### config.mk
export PLATFORM = sky130hd
export DESIGN_NAME = ini_stream_tokenizer
export DESIGN_NICKNAME = d
export VERILOG_FILES = /design/src/rtl/ist_pkg.sv /design/src/rtl/ist_decode.sv /design/src/rtl/ist_resq.sv /design/src/rtl/ini_stream_tokenizer.sv
export SDC_FILE = /design/constraint.sdc
export NUM_CORES = 1
export LEC_CHECK = 0
export BUFFER_PORTS_ARGS = -buffer_cell sky130_fd_sc_hd__buf_2
export CORE_MARGIN = 1
export CORE_UTILIZATION = 55
export CTS_CLUSTER_DIAMETER = 30
export DETAILED_ROUTE_END_ITERATION = 16
export PLACE_DENSITY = 0.77
export SLEW_MARGIN = 20
export SYNTH_ARGS = -nofsm -noshare
export SYNTH_HDL_FRONTEND = slang
export SYNTH_SLANG_ARGS = --single-unit
### constraint.sdc
create_clock -name clk -period 3.26 [get_ports clk]
set_input_delay 0.326 -clock clk [delete_from_list [all_inputs] [get_ports clk]]
set_output_delay 0.326 -clock clk [all_outputs]
set_load 0.005 [all_outputs]
### src/rtl/ist_pkg.sv
// ----------------------------------------------------------------------------
// ist_pkg
// Shared types, codes and character classes for the INI stream tokenizer.
// ----------------------------------------------------------------------------
package ist_pkg;

  localparam logic [3:0] M_BETWEEN   = 4'd0;
  localparam logic [3:0] M_COMMENT   = 4'd1;
  localparam logic [3:0] M_SEC_START = 4'd2;
  localparam logic [3:0] M_SEC_NAME  = 4'd3;
  localparam logic [3:0] M_DROP      = 4'd4;
  localparam logic [3:0] M_KEY       = 4'd5;
  localparam logic [3:0] M_BEFORE_EQ = 4'd6;
  localparam logic [3:0] M_AFTER_EQ  = 4'd7;
  localparam logic [3:0] M_VALUE     = 4'd8;
  localparam logic [3:0] M_ERROR     = 4'd9;

  localparam logic [2:0] K_SEC_CHAR = 3'd0;
  localparam logic [2:0] K_SEC_END  = 3'd1;
  localparam logic [2:0] K_KEY_CHAR = 3'd2;
  localparam logic [2:0] K_VAL_CHAR = 3'd3;
  localparam logic [2:0] K_PAIR_END = 3'd4;
  localparam logic [2:0] K_DONE     = 3'd5;
  localparam logic [2:0] K_ERROR    = 3'd6;

  localparam logic [2:0] E_ILLEGAL     = 3'd0;
  localparam logic [2:0] E_BAD_SECTION = 3'd1;
  localparam logic [2:0] E_NO_BRACKET  = 3'd2;
  localparam logic [2:0] E_NO_EQUALS   = 3'd3;
  localparam logic [2:0] E_EARLY_END   = 3'd4;

  localparam logic OP_DATA = 1'b0;
  localparam logic OP_END  = 1'b1;

  localparam logic [7:0] CH_LBRACK = 8'h5B;
  localparam logic [7:0] CH_RBRACK = 8'h5D;
  localparam logic [7:0] CH_SEMI   = 8'h3B;
  localparam logic [7:0] CH_EQ     = 8'h3D;
  localparam logic [7:0] CH_LF     = 8'h0A;
  localparam logic [7:0] CH_CR     = 8'h0D;
  localparam logic [7:0] CH_TAB    = 8'h09;
  localparam logic [7:0] CH_SPACE  = 8'h20;
  localparam logic [7:0] CH_UNDER  = 8'h5F;

  localparam int QDEPTH = 4;
  localparam int QAW    = $clog2(QDEPTH);

  typedef struct packed {
    logic [2:0] kind;
    logic [7:0] char_out;
    logic [2:0] err_code;
    logic       last;
  } res_t;

  function automatic logic is_name(input logic [7:0] c);
    is_name = (c >= 8'h61 && c <= 8'h7A) || (c >= 8'h41 && c <= 8'h5A) ||
              (c >= 8'h30 && c <= 8'h39) || c == CH_UNDER;
  endfunction

  function automatic logic is_space(input logic [7:0] c);
    is_space = c == CH_SPACE || c == CH_TAB || c == CH_CR || c == CH_LF;
  endfunction

endpackage

### src/rtl/ist_decode.sv
// ----------------------------------------------------------------------------
// ist_decode
// Next mode and up to two result items from the current mode and one input.
// ----------------------------------------------------------------------------
module ist_decode (
  input  logic [3:0]    mode,
  input  logic          op,
  input  logic [7:0]    data_byte,
  output logic [3:0]    mode_nxt,
  output logic [1:0]    res_cnt,
  output ist_pkg::res_t res0,
  output ist_pkg::res_t res1
);
  import ist_pkg::*;

  logic nm;
  logic sp;

  assign nm = is_name(data_byte);
  assign sp = is_space(data_byte);

  always_comb begin
    mode_nxt = mode;
    res_cnt  = 2'd0;
    res0     = '{kind: K_SEC_CHAR, char_out: 8'd0, err_code: 3'd0, last: 1'b1};
    res1     = '{kind: K_DONE, char_out: 8'd0, err_code: 3'd0, last: 1'b1};
    if (op == OP_END) begin
      unique case (mode)
        M_BETWEEN, M_DROP: begin
          mode_nxt   = M_BETWEEN;
          res_cnt    = 2'd1;
          res0.kind  = K_DONE;
        end
        M_AFTER_EQ, M_VALUE: begin
          mode_nxt   = M_BETWEEN;
          res_cnt    = 2'd2;
          res0.kind  = K_PAIR_END;
          res0.last  = 1'b0;
        end
        M_COMMENT, M_SEC_START, M_SEC_NAME, M_KEY, M_BEFORE_EQ: begin
          mode_nxt      = M_ERROR;
          res_cnt       = 2'd1;
          res0.kind     = K_ERROR;
          res0.err_code = E_EARLY_END;
        end
        default: mode_nxt = M_ERROR;
      endcase
    end else begin
      unique case (mode)
        M_BETWEEN: begin
          if (sp) begin
            mode_nxt = M_BETWEEN;
          end else if (data_byte == CH_LBRACK) begin
            mode_nxt = M_SEC_START;
          end else if (data_byte == CH_SEMI) begin
            mode_nxt = M_COMMENT;
          end else if (nm) begin
            mode_nxt      = M_KEY;
            res_cnt       = 2'd1;
            res0.kind     = K_KEY_CHAR;
            res0.char_out = data_byte;
          end else begin
            mode_nxt      = M_ERROR;
            res_cnt       = 2'd1;
            res0.kind     = K_ERROR;
            res0.err_code = E_ILLEGAL;
          end
        end
        M_COMMENT: begin
          if (data_byte == CH_LF) mode_nxt = M_BETWEEN;
        end
        M_SEC_START: begin
          res_cnt = 2'd1;
          if (nm) begin
            mode_nxt      = M_SEC_NAME;
            res0.kind     = K_SEC_CHAR;
            res0.char_out = data_byte;
          end else begin
            mode_nxt      = M_ERROR;
            res0.kind     = K_ERROR;
            res0.err_code = E_BAD_SECTION;
          end
        end
        M_SEC_NAME: begin
          res_cnt = 2'd1;
          if (nm) begin
            res0.kind     = K_SEC_CHAR;
            res0.char_out = data_byte;
          end else if (data_byte == CH_RBRACK) begin
            mode_nxt  = M_DROP;
            res0.kind = K_SEC_END;
          end else begin
            mode_nxt      = M_ERROR;
            res0.kind     = K_ERROR;
            res0.err_code = E_NO_BRACKET;
          end
        end
        M_DROP: mode_nxt = M_BETWEEN;
        M_KEY: begin
          if (nm) begin
            res_cnt       = 2'd1;
            res0.kind     = K_KEY_CHAR;
            res0.char_out = data_byte;
          end else if (data_byte == CH_EQ) begin
            mode_nxt = M_AFTER_EQ;
          end else if (sp) begin
            mode_nxt = M_BEFORE_EQ;
          end else begin
            mode_nxt      = M_ERROR;
            res_cnt       = 2'd1;
            res0.kind     = K_ERROR;
            res0.err_code = E_NO_EQUALS;
          end
        end
        M_BEFORE_EQ: begin
          if (data_byte == CH_EQ) begin
            mode_nxt = M_AFTER_EQ;
          end else if (!sp) begin
            mode_nxt      = M_ERROR;
            res_cnt       = 2'd1;
            res0.kind     = K_ERROR;
            res0.err_code = E_NO_EQUALS;
          end
        end
        M_AFTER_EQ: begin
          if (nm) begin
            mode_nxt      = M_VALUE;
            res_cnt       = 2'd1;
            res0.kind     = K_VAL_CHAR;
            res0.char_out = data_byte;
          end else if (!sp) begin
            mode_nxt  = M_BETWEEN;
            res_cnt   = 2'd1;
            res0.kind = K_PAIR_END;
          end
        end
        M_VALUE: begin
          res_cnt = 2'd1;
          if (nm) begin
            res0.kind     = K_VAL_CHAR;
            res0.char_out = data_byte;
          end else begin
            mode_nxt  = M_BETWEEN;
            res0.kind = K_PAIR_END;
          end
        end
        default: mode_nxt = M_ERROR;
      endcase
    end
  end

endmodule

### src/rtl/ist_resq.sv
// ----------------------------------------------------------------------------
// ist_resq
// Small result queue: takes up to two results per cycle, hands out one per cycle while rd_stall is low.
// ----------------------------------------------------------------------------
module ist_resq (
  input  logic                       clk,
  input  logic                       rst_n,
  input  logic [1:0]                 wr_cnt,
  input  ist_pkg::res_t              wr0,
  input  ist_pkg::res_t              wr1,
  output logic                       room2,
  output logic                       rd_valid,
  input  logic                       rd_stall,
  output ist_pkg::res_t              rd_data
);
  import ist_pkg::*;

  res_t           mem_r [QDEPTH];
  logic [QAW-1:0] head_r, head_nxt;
  logic [QAW-1:0] tail_r, tail_nxt;
  logic [QAW:0]   count_r, count_nxt;
  logic           pop;

  assign rd_valid = count_r != '0;
  assign pop      = rd_valid && !rd_stall;
  assign rd_data  = mem_r[head_r];
  assign room2    = count_r <= (QAW+1)'(QDEPTH - 2);

  assign head_nxt  = head_r + QAW'(pop);
  assign tail_nxt  = tail_r + QAW'(wr_cnt);
  assign count_nxt = count_r + (QAW+1)'(wr_cnt) - (QAW+1)'(pop);

  always_ff @(posedge clk) begin
    if (!rst_n) begin
      head_r  <= '0;
      tail_r  <= '0;
      count_r <= '0;
    end else begin
      head_r  <= head_nxt;
      tail_r  <= tail_nxt;
      count_r <= count_nxt;
    end
  end

  always_ff @(posedge clk) begin
    if (wr_cnt != 2'd0) mem_r[tail_r] <= wr0;
    if (wr_cnt == 2'd2) mem_r[tail_r + QAW'(1)] <= wr1;
  end

endmodule

### src/rtl/ini_stream_tokenizer.sv
// ----------------------------------------------------------------------------
// ini_stream_tokenizer
// Streaming INI tokenizer: one text byte or end marker in, token events out.
// ----------------------------------------------------------------------------
// One input transfer is taken per cycle while in_stall is low. The decode of
// mode plus byte is combinational and mode_r registers the next mode; the
// results (zero, one or two) go into a four-entry result queue and leave it in
// order on the out_ channel, one per cycle while out_stall is low. in_stall
// rises only while fewer than two queue entries are free, so throughput is one
// item per cycle as long as results are drained at least as fast as they are
// made. After an error the block emits nothing until reset.
module ini_stream_tokenizer (
  input  logic       clk,
  input  logic       rst_n,
  input  logic       in_valid,
  output logic       in_stall,
  input  logic       in_op,
  input  logic [7:0] in_data_byte,
  output logic       out_valid,
  input  logic       out_stall,
  output logic [2:0] out_kind,
  output logic [7:0] out_char_out,
  output logic [2:0] out_err_code,
  output logic       out_last
);
  import ist_pkg::*;

  logic [3:0] mode_r, mode_nxt, dec_mode;
  logic [1:0] dec_cnt, wr_cnt;
  res_t       dec_res0, dec_res1, rd_data;
  logic       room2;
  logic       in_fire;

  assign in_stall = !room2;
  assign in_fire  = in_valid && !in_stall;

  ist_decode u_decode (
    .mode      (mode_r),
    .op        (in_op),
    .data_byte (in_data_byte),
    .mode_nxt  (dec_mode),
    .res_cnt   (dec_cnt),
    .res0      (dec_res0),
    .res1      (dec_res1)
  );

  assign mode_nxt = in_fire ? dec_mode : mode_r;
  assign wr_cnt   = in_fire ? dec_cnt : 2'd0;

  always_ff @(posedge clk) begin
    if (!rst_n) begin
      mode_r <= M_BETWEEN;
    end else begin
      mode_r <= mode_nxt;
    end
  end

  ist_resq u_resq (
    .clk      (clk),
    .rst_n    (rst_n),
    .wr_cnt   (wr_cnt),
    .wr0      (dec_res0),
    .wr1      (dec_res1),
    .room2    (room2),
    .rd_valid (out_valid),
    .rd_stall (out_stall),
    .rd_data  (rd_data)
  );

  assign out_kind     = rd_data.kind;
  assign out_char_out = rd_data.char_out;
  assign out_err_code = rd_data.err_code;
  assign out_last     = rd_data.last;

  a_err_sticky: assert property (@(posedge clk) disable iff (!rst_n)
    mode_r == M_ERROR |=> mode_r == M_ERROR)
    else $error("error mode left without reset");

  a_err_silent: assert property (@(posedge clk) disable iff (!rst_n)
    (in_fire && mode_r == M_ERROR) |-> wr_cnt == 2'd0)
    else $error("result produced in error mode");

  a_stall_full: assert property (@(posedge clk) disable iff (!rst_n)
    in_stall |-> out_valid)
    else $error("input stalled with empty result queue");

  a_err_last: assert property (@(posedge clk) disable iff (!rst_n)
    (out_valid && out_kind == K_ERROR) |-> out_last)
    else $error("error result not marked last");

endmodule

-- Word-level counts from Yosys, hierarchy flattened
Memory sizes are Yosys's and may differ from the RTL's. A register that Yosys moved wholly into a read port is not among the register bits.
Index checks and enable logic that the tools add are counted.
- flip-flop bits (word level): 11
- memory bits (writable): 60
- bits of input ports: 13
- output and inout bits: 17
- word-level logic and storage cells: 130
- memories: 1
- memory list (name ; depth ; width ; rd ports ; clocked after Yosys merged registers in ; write ports ; line ; source):
    u_resq.mem_r ; 4 ; 15 ; 1 ; 1 ; 2 ; ist_resq.sv:18 ; res_t mem_r [QDEPTH];
- add/sub/neg operators: 5
- $lt $le $gt $ge: 7
- eq/ne operators: 24
- multiplexer cells: 65
- reductions and logical operators: 24
- operators by type and width (operator ; number):
    4-bit two-way mux ; 18
    3-bit two-way mux ; 15
    14-bit two-way mux ; 3
    4-bit one-hot mux with 9 select lines ; 1
    8-bit by 4-bit equality test with 1-bit output, second input constant ; 3
    8-bit by 6-bit equality test with 1-bit output, second input constant ; 3
    8-bit by 7-bit equality test with 1-bit output, second input constant ; 3
    3-bit one-hot mux with 7 select lines ; 1
    2-bit two-way mux ; 10
    4-bit by 3-bit equality test with 1-bit output, second input constant ; 4
    8-bit by 7-bit >= comparator with 1-bit output, second input constant ; 2
    8-bit by 7-bit less-or-equal comparator with 1-bit output, second input constant ; 2
    8-bit two-way mux ; 2
    8-bit one-hot mux with 2 select lines ; 1
    3-bit one-hot mux with 5 select lines ; 1
    1-bit two-way mux ; 10
    2-bit one-hot mux with 5 select lines ; 1
    5-bit OR reduction ; 2
    3-bit != test, second input constant ; 3
    3-bit one-hot mux with 3 select lines ; 1
    4-bit by 2-bit equality test with 1-bit output, second input constant ; 2
    8-bit by 6-bit >= comparator with 1-bit output, second input constant ; 1
    8-bit by 6-bit less-or-equal comparator with 1-bit output, second input constant ; 1
    7-bit AND reduction ; 1
    other kinds (23) ; 34

-- Depth between registers and ports, before layout
Gate-level depths: netlist of run 1.
- depth after elaboration: 13
- gate-level depth with buffers: 16
- depth with buffers taken out: 14

-- Cells and area by module
A second synthesis of run 1 with hierarchy kept.
- cell total of the unflattened synthesis: 392
- area total of the unflattened synthesis: 4565.6 µm²
- by module, submodules not included (module ; instances ; cells each ; area each (µm²) ; seq. area each (µm²)):
    ist_resq ; 1 ; 193 ; 3326.9 ; 1941.9
    ist_decode ; 1 ; 178 ; 1062.3 ; 0.0
    ini_stream_tokenizer ; 1 ; 21 ; 176.4 ; 80.1

-- Worst setup path before layout of run 1
OpenSTA, ideal clock, no wires.
- kind: input-to-reg
- from: input port in_data_byte[5]
- to: register u_resq.count_r[2]
- library setup time: 119 ps
- data arrival time: 3228 ps
- data required time: 3141 ps
- setup slack: -87 ps
- cell stages on the path: 15
- buffers on the path: 1
- cell sequence: buf_4 or4_4 a211oi_4 nor3_2 a211o_4 o211a_1 inv_1 ha_1 inv_1 ha_1 inv_1 fa_1 xnor2_1 xnor2_1 nor2_1
- word-level cells in the longest chain between the ends: 12
- elaborated cells on any way between the ends: 35
- those cells by class: 2 x add/sub; 6 x order compare; 8 x eq/ne; 10 x mux; 9 x reduce/logical
- ends and longest elaborated chain (what ; line ; source):
    start, declared ; ini_stream_tokenizer.sv:18 ; input logic [7:0] in_data_byte,
    branches (longest 7 deep; another with 8-bit by 7-bit >= comparator with 1-bit output) ; n/a ;
    2-bit one-hot mux with 5 select lines * ; ist_decode.sv:49 ; unique case (mode)
    2-bit two-way mux * ; ist_decode.sv:27 ; if (op == OP_END) begin
    2-bit two-way mux * ; ini_stream_tokenizer.sv:48 ; assign wr_cnt = in_fire ? dec_cnt : 2'd0;
    3-bit by 2-bit adder with 3-bit output * ; ist_resq.sv:31 ; assign count_nxt = count_r + (QAW+1)'(wr_cnt) - (QAW+1)'(pop);
    3-bit by 1-bit subtractor with 3-bit output * ; ist_resq.sv:31 ;
    end signal, assigned ; ist_resq.sv:41 ; count_r <= count_nxt;
    end, declared ; ist_resq.sv:21 ; logic [QAW:0] count_r, count_nxt;
Every way passes the cells marked *.
A chain may end at the register's enable or synchronous reset.

-- Worst setup path after layout of run 1
- from: register mode_r[1]
- to: register u_resq.count_r[2]
- word-level cells in the longest chain between the ends: 7
- elaborated cells on any way between the ends: 18
- those cells by class: 2 x add/sub; 8 x eq/ne; 4 x mux; 4 x reduce/logical
- ends and longest elaborated chain (what ; line ; source):
    start, declared ; ini_stream_tokenizer.sv:28 ; logic [3:0] mode_r, mode_nxt, dec_mode;
    start signal, assigned ; ini_stream_tokenizer.sv:54 ; mode_r <= mode_nxt;
    4-bit by 3-bit equality test with 1-bit output, or another cell as far along ; ist_decode.sv:28 ; unique case (mode)
    7-bit OR reduction (no line), or another cell as far along ; n/a ;
    2-bit one-hot mux with 2 select lines or 2-bit one-hot mux with 5 select lines (tied branches) ; ist_decode.sv:28, ist_decode.sv:49 ;
    2-bit two-way mux * ; ist_decode.sv:27 ;
    2-bit two-way mux * ; ini_stream_tokenizer.sv:48 ;
    3-bit by 2-bit adder with 3-bit output * ; ist_resq.sv:31 ;
    3-bit by 1-bit subtractor with 3-bit output * ; ist_resq.sv:31 ;
Every way passes the cells marked *; elsewhere a longest branch is shown, timed or not.

==> results of run 1 <==
## sequential cells by signal (all words and copies together), names as in the netlist
register,cells
u_resq.mem_r,60
u_resq.head_r,2
u_resq.tail_r,2
mode_r,4
u_resq.count_r,3
## synthesized netlist by cell type, drive strengths merged, types with 4 or more instances
| master | count |
|---|---|
| a21oi | 10 |
| nand3 | 15 |
| ha | 5 |
| dfxtp | 71 |
| clkbuf | 11 |
| nor4b | 7 |
| nand2b | 5 |
| xnor2 | 5 |
| and2 | 6 |
| nor4 | 6 |
| nor3 | 7 |
| nand2 | 21 |
| o32ai | 4 |
| nor2 | 67 |
| buf | 18 |
| and3 | 8 |
| o21ai | 26 |
| mux4 | 15 |
| nor2b | 6 |
| mux2i | 44 |
| a31oi | 4 |
| a211oi | 4 |
| o211ai | 6 |
| inv | 12 |
| o31ai | 4 |
## layer usage
| metal | vias to the layer above | track usage [%] |
|---|---|---|
| met2 | 113 | 42.9 |
| met1 | 1647 | 36.3 |
| met3 | 16 | 4.29 |
| met4 | 0 | 9.53 |
| met5 | - | 0 |
| li1 | 1665 | - |
## area by class of cell
cell class,count,area (um^2)
Timing Repair Buffer,59,383
Tap cell,99,124
Sequential cell,71,1420
Multi-Input combinational cell,318,2410
Fill cell,645,2680
Inverter,13,48.8
Clock buffer,9,124
Clock inverter,6,61.3
## through the flow
step / cells / hold WS, ns / TNS (ns) / utilization (%)
6_report: 575 / 0.296 / 0 / 63.1
2_1_floorplan: 433 / 0.438 / -0.0865 / -
3_3_place_gp: 560 / 0.453 / 0 / 60.5
3_5_place_dp: 560 / 0.461 / -0.000959 / 60.5
4_1_cts: 575 / 0.280 / 0 / 63.1
5_1_grt: 575 / 0.309 / 0 / 63.1
## worst max-delay path by stage
stage,start,end
after CTS,mode_r[1]$_SDFFE_PN0P_,u_resq.count_r[2]$_SDFF_PN0_
after global placement,in_data_byte[4],u_resq.count_r[2]$_SDFF_PN0_
after floorplan,in_data_byte[5],u_resq.count_r[2]$_SDFF_PN0_
after detailed placement,in_data_byte[0],u_resq.count_r[2]$_SDFF_PN0_
after global routing,mode_r[1]$_SDFFE_PN0P_,u_resq.count_r[2]$_SDFF_PN0_
final,mode_r[1]$_SDFFE_PN0P_,u_resq.count_r[2]$_SDFF_PN0_
## kinds of logic after synthesis
logic type               Yosys count  synth area share [%]
adder cells (fa/ha/maj)            6                  2.00
AO/OA/AOI/OAI                     77                  14.5
multiplexers                      60                  19.1
XOR/XNOR                           6                  1.27
AND/OR/NAND/NOR                  169                  21.5
buffers and inverters             44                  7.09
flip-flops                        71                  34.4
## power by group
group          switching (mW)  total, mW  internal (mW)
clock                   0.333      0.680          0.348
combinational           0.480      0.964          0.484
sequential              0.152       1.22           1.07
total                   0.965       2.87           1.90
==> summary.txt, run 1 <==
vias per cell: 5.98
hold path start: rst_n
Overall Power: 2.87 mW
post-CTS setup buffer count: 0
Final Critical Period: 2.95 ns
ANT nets after route: 0
number of hold violations in the final report: 0
fmax: 339 MHz
Buf+Inv Stages, Crit Path: 3
most common cell after layout, fill and taps aside: dfxtp_1
Top delay family on crit path: compound AO/OA/AOI/OAI gates
Root Driver: clkbuf_8
MaxCap Viol Count: 0
Post-synth EDFFs: 0
Final Wtd Congestion: 0.906
CTS tree: built
Hold Path Depth: 2
Max VDD drop: 0.000249 V
H-Tree Depth: 3
P per Cell Area: 627 nW/um^2
nets: 491
Final WS setup: 0.311 ns
Post-route DRC: 0
crit end category: flop
R2R setup slack: 0.31 ns
Synth area leader: dfxtp_1
vias in the first global route: 3272
outcome: finished clean
Die H: 88.6 um
WP data arrival: 3.17 ns
Leak: 2.15 nW
flops & latches, synth: 71
TritonCTS buffer count: 9
IO Port Bufs: 29
unrepaired setup endpoints after global routing: no
post-synthesis async set-or-reset flop share: 0%
TritonCTS Sinks: 71
Worst Tran Pin Value: 0.707 ns
Routed WL: 9.83 mm
Req. time, crit path: 3.48 ns
worst hold path class: input port to flop
clock edge transition at the registers on the reported setup and hold paths: 0.08 ns
Slew Limit Fails: 0
largest net degree at the start of global routing: 27
CTS Hold Buffers Added: 0
end of the worst hold path: u_resq.count_r[0]$_SDFF_PN0_
Via Count: 3441
slew margin rel.: 52.5%
syn_nets: 452
end of the worst register-to-register path: u_resq.count_r[2]$_SDFF_PN0_
IO Pins: 30
area grow syn2layout: 10.9%
WL per Instance: 17.1 um
Ys Warns: 0
total core area: 7250 um^2
synth top area cells: dfxtp_1, mux2i_1, mux4_2
period utilization: 90.5%
Die Area: 7850 um^2
DRT iter0 DRCs: 225
sequential area share after synthesis: 34.4%
critical path class: flop to flop
Crit path depth: 14
DR pass1 iterations: 4
total grt overflow: 0
Ant. Diodes: 0
Netlist Area Pre-Place: 4130 um^2
crit-path cells: nor2_1 -> a21oi_1 -> nor2_1 -> a211o_4 -> o211a_1 -> inv_1 -> ha_1 -> inv_1 -> ha_1 -> inv_1 -> fa_1 -> xnor2_1 -> xnor2_1 -> nor2_1
Die Wd: 88.6 um
post-synthesis instance total: 433
met3 WL post-DR: 384 um
WL met2: 4.74 mm
Reg2Reg Launch Point: mode_r[1]$_SDFFE_PN0P_
FF-to-FF path depth: 14
initial antenna violation count: 0
startpoint types: flop
pre-CTS WS: -0.000959 ns
fin area: 4570 um^2
share of layout cells above drive strength 1: 22.3%
slowest CP cell: dfxtp_1
Worst Skew: 0.00796 ns
Yosys cell types: 68
Total GRT Usage: 26.6%
CP max FO: 16
Post-CTS Resized: 0
Placed Area: 4390 um^2
latest clock arrival within the worst-skew pair: 0.34 ns
most frequent cells in the layout: dfxtp_1, nor2_1, mux2i_1
share of the synthesized area in the top cell type: 34.4%
CTS max path bufs: 2
ys flop type: dfxtp_1
first-pass GRT wire length: 16.0 mm
final setup fails: 0
WL met1: 4.53 mm
max incr delay on CP: 0.66 ns
uppermost routed layer: met4
num rows: 31
DP HPWL: 7.04 mm
Initial Util: 56.9%
Post-Syn Area per Cell: 9.53 um^2
Note: power is estimated with default switching activity, not from simulation.
==> run 2, diff against run 1 <==
--- a/config.mk
+++ b/config.mk
@@ -6,6 +6,7 @@
 export NUM_CORES = 1
 export LEC_CHECK = 0
 export BUFFER_PORTS_ARGS = -buffer_cell sky130_fd_sc_hd__buf_2
+export CORE_ASPECT_RATIO = 1.25
 export CORE_MARGIN = 1
 export CORE_UTILIZATION = 55
 export CTS_CLUSTER_DIAMETER = 30
==> run 2 against run 1 <==
Compared with the run above:
- setup slack improved by 0.023 ns
- critical endpoint unchanged
- sequential cell count unchanged
- largest power group unchanged
- highest routed layer unchanged
- clock power rose by 7.1%
- utilization increased by 1.1 points
- combinational power shrank 4.4%
- routed wire length shrank 1.0%
- cell area fell by 0.36%
- hold slack lost 0.0032 ns
- via count up 2.3%
- non-clock buffer count decreased by 2
- clock skew increased by 0.0088 ns
- die area is essentially flat
==> summary.txt, run 2 (synthesis results as in run 1) <==
CP max FO: 9
period utilization: 89.7%
Fillers: 584
Final Wtd Congestion: 0.893
Worst Tran Pin Value: 1.01 ns
post-CTS setup buffer count: 0
Die Wd: 79.5 um
most frequent cells in the layout: dfxtp_1, nor2_1, mux2i_1
Post-CTS Resized: 0
TritonCTS buffer count: 9
P per Cell Area: 632 nW/um^2
critical path class: input port to flop
slew margin rel.: 32.0%
Top delay family on crit path: simple AND/OR/NAND/NOR gates
Total GRT Usage: 26.2%
MaxCap Viol Count: 0
WL per Instance: 17.2 um
initial antenna violation count: 0
TritonCTS Sinks: 71
nets: 489
largest net degree at the start of global routing: 27
dpl cells: 549
DP HPWL: 6.77 mm
Via Count: 3521
CTS Hold Buffers Added: 0
unrepaired setup endpoints after global routing: no
worst hold path class: input port to flop
Final Critical Period: 2.93 ns
cell mode on critical path: inv_1
Largest regs: u_resq.mem_r (60), mode_r (4), u_resq.count_r (3)
Buf+Inv Stages, Crit Path: 4
largest reg by FF count: u_resq.mem_r
most common cell after layout, fill and taps aside: dfxtp_1
Root Driver: clkbuf_8
CTS tree: built
Clock power frac: 25.3%
vias in the first global route: 3280
H-Tree Depth: 3
Worst Skew: 0.0168 ns
final setup fails: 0
clock edge transition at the registers on the reported setup and hold paths: 0.08 ns
ANT nets after route: 0
Die H: 98.8 um
total core area: 7100 um^2
Die Area: 7860 um^2
Routed WL: 9.73 mm
max incr delay on CP: 0.49 ns
IO Pins: 30
share of layout cells above drive strength 1: 21.9%
WP data arrival: 3.16 ns
Sw Pwr: 951 uW
vias per cell: 6.23
Sw Ratio: 33.0%
CTS max path bufs: 2
crit-path cells: buf_2 -> nor4_1 -> and4_4 -> nor3_2 -> a211o_4 -> o211a_1 -> inv_1 -> ha_1 -> inv_1 -> ha_1 -> inv_1 -> fa_1 -> xnor2_1 -> xnor2_1 -> nor2_1
crit end category: flop
Ant. Diodes: 0
Req. time, crit path: 3.50 ns
slowest CP cell: nor4_1
startpoint types: input port
fmax: 342 MHz
Initial Util: 58.1%
sequential power share: 42.7%
first-pass GRT wire length: 16.1 mm
Finished Layout Cells: 565
num rows: 34
IO Port Bufs: 29
Post-route DRC: 0
Leak: 2.14 nW
Slew Limit Fails: 0
fin area: 4560 um^2
DR pass1 iterations: 6
Placed Area: 4350 um^2
outcome: finished clean
cell-internal power: 1.93 mW
latest clock arrival within the worst-skew pair: 0.34 ns
total grt overflow: 0
DRT iter0 DRCs: 272
pre-CTS WS: -0.0189 ns
max FFs per register: 60
Final WS setup: 0.334 ns
Max VDD drop: 0.000441 V
area grow syn2layout: 10.5%
Logic pwr share: 32.0%
number of hold violations in the final report: 0
-- run 2: power by group through the flow --
stage	sequential [mW]	clock, mW	combinational [mW]
final	1.23	0.728	0.922
after CTS	1.23	0.740	0.925
after floorplan	1.16	0	0.773
after detailed placement	1.25	0	0.919
after global routing	1.26	0.776	1.03
after global placement	1.23	0	0.884
-- run 2: layout make-up --
cell class / count / area, um^2 / area share (%)
inverter: 13 / 48.8 / 1.07
clock buffer: 12 / 155 / 3.40
timing repair buffer: 57 / 355 / 7.80
tap: 90 / 113 / 2.47
clock inverter: 4 / 52.6 / 1.15
sequential: 71 / 1420 / 31.2
multi-input combinational: 318 / 2410 / 52.9
-- run 2: final timing paths --
| check | startpoint | to | slack (ns) | cells past startpoint |
|---|---|---|---|---|
| worst max-delay path | in_data_byte[0] | u_resq.count_r[2]$_SDFF_PN0_ | 0.33 | 15 |
| worst min-delay path | rst_n | u_resq.count_r[0]$_SDFF_PN0_ | 0.29 | 2 |
| worst max register to register | mode_r[1]$_SDFFE_PN0P_ | u_resq.count_r[2]$_SDFF_PN0_ | 0.34 | 14 |
| worst min register to register | u_resq.mem_r[2][13]$_SDFFE_PP0P_ | u_resq.mem_r[2][13]$_SDFFE_PP0P_ | 0.48 | 2 |
-- run 2: worst register-to-register path, delay by kind of cell, from the launching register on --
kind	cells	cell delay (ns)
flip-flops	1	0.59
AO/OA/AOI/OAI	3	0.72
adder cells (fa/ha/maj)	3	0.72
buffers and inverters	3	0.16
XOR/XNOR	2	0.34
AND/OR/NAND/NOR	3	0.29
-- run 2: routing by layer --
| metal | share of wire [%] | vias to the layer above | routed length [um] | GRT usage (%) |
|---|---|---|---|---|
| li1 | - | 1666 | - | - |
| met1 | 43 | 1674 | 4140 | 33.6 |
| met2 | 50 | 155 | 4830 | 43.2 |
| met3 | 5.5 | 26 | 532 | 4.17 |
| met4 | 2.4 | 0 | 229 | 10.8 |
| met5 | 0 | - | 0 | 0 |
-- run 2: metrics by stage --
step | utilization [%] | power (mW) | TNS [ns] | hold slack (ns)
6_report | 64.2 | 2.88 | 0 | 0.293
5_1_grt | 64.2 | 3.06 | 0 | 0.292
3_3_place_gp | 61.2 | 2.12 | 0 | 0.452
2_1_floorplan | - | 1.94 | -0.0865 | 0.438
4_1_cts | 64.2 | 2.89 | 0 | 0.282
3_5_place_dp | 61.2 | 2.16 | -0.0189 | 0.468
==> run 3, diff against run 2 <==
--- a/config.mk
+++ b/config.mk
@@ -11,6 +11,7 @@
 export CORE_UTILIZATION = 55
 export CTS_CLUSTER_DIAMETER = 30
 export DETAILED_ROUTE_END_ITERATION = 16
+export GPL_TIMING_DRIVEN = 0
 export PLACE_DENSITY = 0.77
 export SLEW_MARGIN = 20
 export SYNTH_ARGS = -nofsm -noshare
==> run 3 against run 2 <==
Compared with the run above:
- non-clock buffer count grew 1
- die area is the same
- register-to-register slack lost 0.14 ns
- setup slack lost 0.16 ns
- cell area is essentially flat
- largest power group unchanged
- highest routed layer unchanged
==> summary.txt, run 3 (synthesis results as in run 1) <==
CTS Hold Buffers Added: 0
DP HPWL: 7.15 mm
Max VDD drop: 0.000362 V
Final Critical Period: 3.09 ns
Via Count: 3513
Req. time, crit path: 3.50 ns
first-pass GRT wire length: 15.9 mm
outcome: finished clean
Final WS setup: 0.174 ns
Die H: 98.8 um
Die Area: 7860 um^2
startpoint types: input port
CP max FO: 9
WP data arrival: 3.33 ns
ANT nets after route: 0
most common cell after layout, fill and taps aside: dfxtp_1
most frequent cells in the layout: dfxtp_1, nor2_1, mux2i_1
Leak: 2.11 nW
Total GRT Usage: 26.4%
pre-CTS WS: -0.321 ns
CTS max path bufs: 2
Sw Pwr: 950 uW
WL per Instance: 17.5 um
H-Tree Depth: 3
MaxCap Viol Count: 0
critical path class: input port to flop
cell mode on critical path: inv_1
Routed WL: 9.93 mm
Initial Util: 58.1%
sequential power share: 42.2%
vias per cell: 6.21
unrepaired setup endpoints after global routing: no
Overall Power: 2.81 mW
slowest CP cell: or4_4
TritonCTS buffer count: 9
largest reg by FF count: u_resq.mem_r
total core area: 7100 um^2
final setup fails: 0
Sw Ratio: 33.8%
Clock power frac: 21.8%
area grow syn2layout: 10.5%
Worst Skew: 0.0134 ns
Largest regs: u_resq.mem_r (60), mode_r (4), u_resq.count_r (3)
Finished Layout Cells: 566
total grt overflow: 0
crit end category: flop
Die Wd: 79.5 um
nets: 490
TritonCTS Sinks: 71
Logic pwr share: 36.0%
max incr delay on CP: 0.54 ns
num rows: 34
share of layout cells above drive strength 1: 19.1%
Root Driver: clkbuf_8
period utilization: 94.7%
crit-path cells: buf_4 -> or4_4 -> a211oi_4 -> nor3_2 -> a211o_4 -> o211a_1 -> inv_1 -> ha_1 -> inv_1 -> ha_1 -> inv_1 -> fa_1 -> xnor2_1 -> xnor2_1 -> nor2_1
clock edge transition at the registers on the reported setup and hold paths: 0.08 ns
P per Cell Area: 616 nW/um^2
max FFs per register: 60
IO Port Bufs: 25
number of hold violations in the final report: 0
worst hold path class: input port to flop
fmax: 324 MHz
vias in the first global route: 3249
Final Wtd Congestion: 0.988
Post-route DRC: 0
latest clock arrival within the worst-skew pair: 0.35 ns
slew margin rel.: 35.0%
initial antenna violation count: 0
DRT iter0 DRCs: 246
dpl cells: 548
cell-internal power: 1.86 mW
Slew Limit Fails: 0
IO Pins: 30
Ant. Diodes: 0
DR pass1 iterations: 5
largest net degree at the start of global routing: 12
Worst Tran Pin Value: 0.962 ns
CTS tree: built
==> run 3: changes by cell type in the layout (fill, tap and decap cells not counted), moves of 2 or more <==
cell | before | now
clkbuf_1 | 1 | 14
buf_6 | 0 | 5
buf_4 | 28 | 7
buf_8 | 0 | 3
buf_1 | 0 | 2
==> run 3: path summary, 6_finish.rpt <==
path | cells past startpoint | slack (ns) | from | to
max | 15 | 0.17 | in_data_byte[5] | u_resq.count_r[2]$_SDFF_PN0_
max reg2reg | 14 | 0.20 | mode_r[2]$_SDFFE_PN0P_ | u_resq.count_r[2]$_SDFF_PN0_
min | 2 | 0.28 | rst_n | u_resq.head_r[0]$_SDFF_PN0_
min reg2reg | 2 | 0.47 | u_resq.mem_r[1][13]$_SDFFE_PP0P_ | u_resq.mem_r[1][13]$_SDFFE_PP0P_
==> run 3: timing repair <==
action | in CTS | in global routing
setup buffers | 1 | 1
pin swaps | 1 | 1
setup endpoints to repair | 1 | 1
hold endpoints to repair | 0 | 0
gates resized for setup | 0 | 2
==> run 3: area by class of cell <==
cell class,count,area [um^2]
Inverter,13,48.8
Tap cell,90,113
Sequential cell,71,1420
Clock inverter,3,18.8
Fill cell,599,2540
Timing Repair Buffer,27,140
Multi-Input combinational cell,318,2430
Buffer,31,244
Clock buffer,13,149
==> run 3: critical path, delay by kind of cell <==
| kind | cells | cell delay, ns |
|---|---|---|
| compound gates | 3 | 0.93 |
| fa+ha+maj | 3 | 0.74 |
| simple gates | 3 | 0.70 |
| buf+inv | 4 | 0.32 |
| xor+xnor | 2 | 0.32 |
==> run 3: power groups by stage <==
| stage | clock network, mW | registers, mW | logic, mW |
|---|---|---|---|
| after floorplan | 0 | 1.16 | 0.773 |
| after CTS | 0.623 | 1.18 | 1.01 |
| after global routing | 0.658 | 1.21 | 1.11 |
| after global placement | 0 | 1.19 | 0.984 |
| final | 0.613 | 1.19 | 1.01 |
| after detailed placement | 0 | 1.20 | 1.00 |
==> run 3: metal layers <==
| layer | part of all wire, % | wire length [um] | global-route usage (%) | vias to the layer above |
|---|---|---|---|---|
| met5 | 0 | 0 | 0 | - |
| met4 | 2.4 | 243 | 11.6 | 0 |
| met3 | 4.8 | 477 | 3.89 | 22 |
| met2 | 51 | 5040 | 45.2 | 126 |
| met1 | 42 | 4170 | 32.2 | 1694 |
| li1 | - | - | - | 1671 |
==> run 3: metrics by stage <==
stage	hold WS, ns	util [%]	area [um^2]	TNS, ns
after floorplan	0.438	-	4130	-0.0865
after global placement	0.452	61.4	4360	-0.363
after detailed placement	0.456	61.4	4360	-0.413
after CTS	0.269	63.9	4540	0
after global routing	0.289	64.2	4560	0
final	0.285	64.2	4560	0
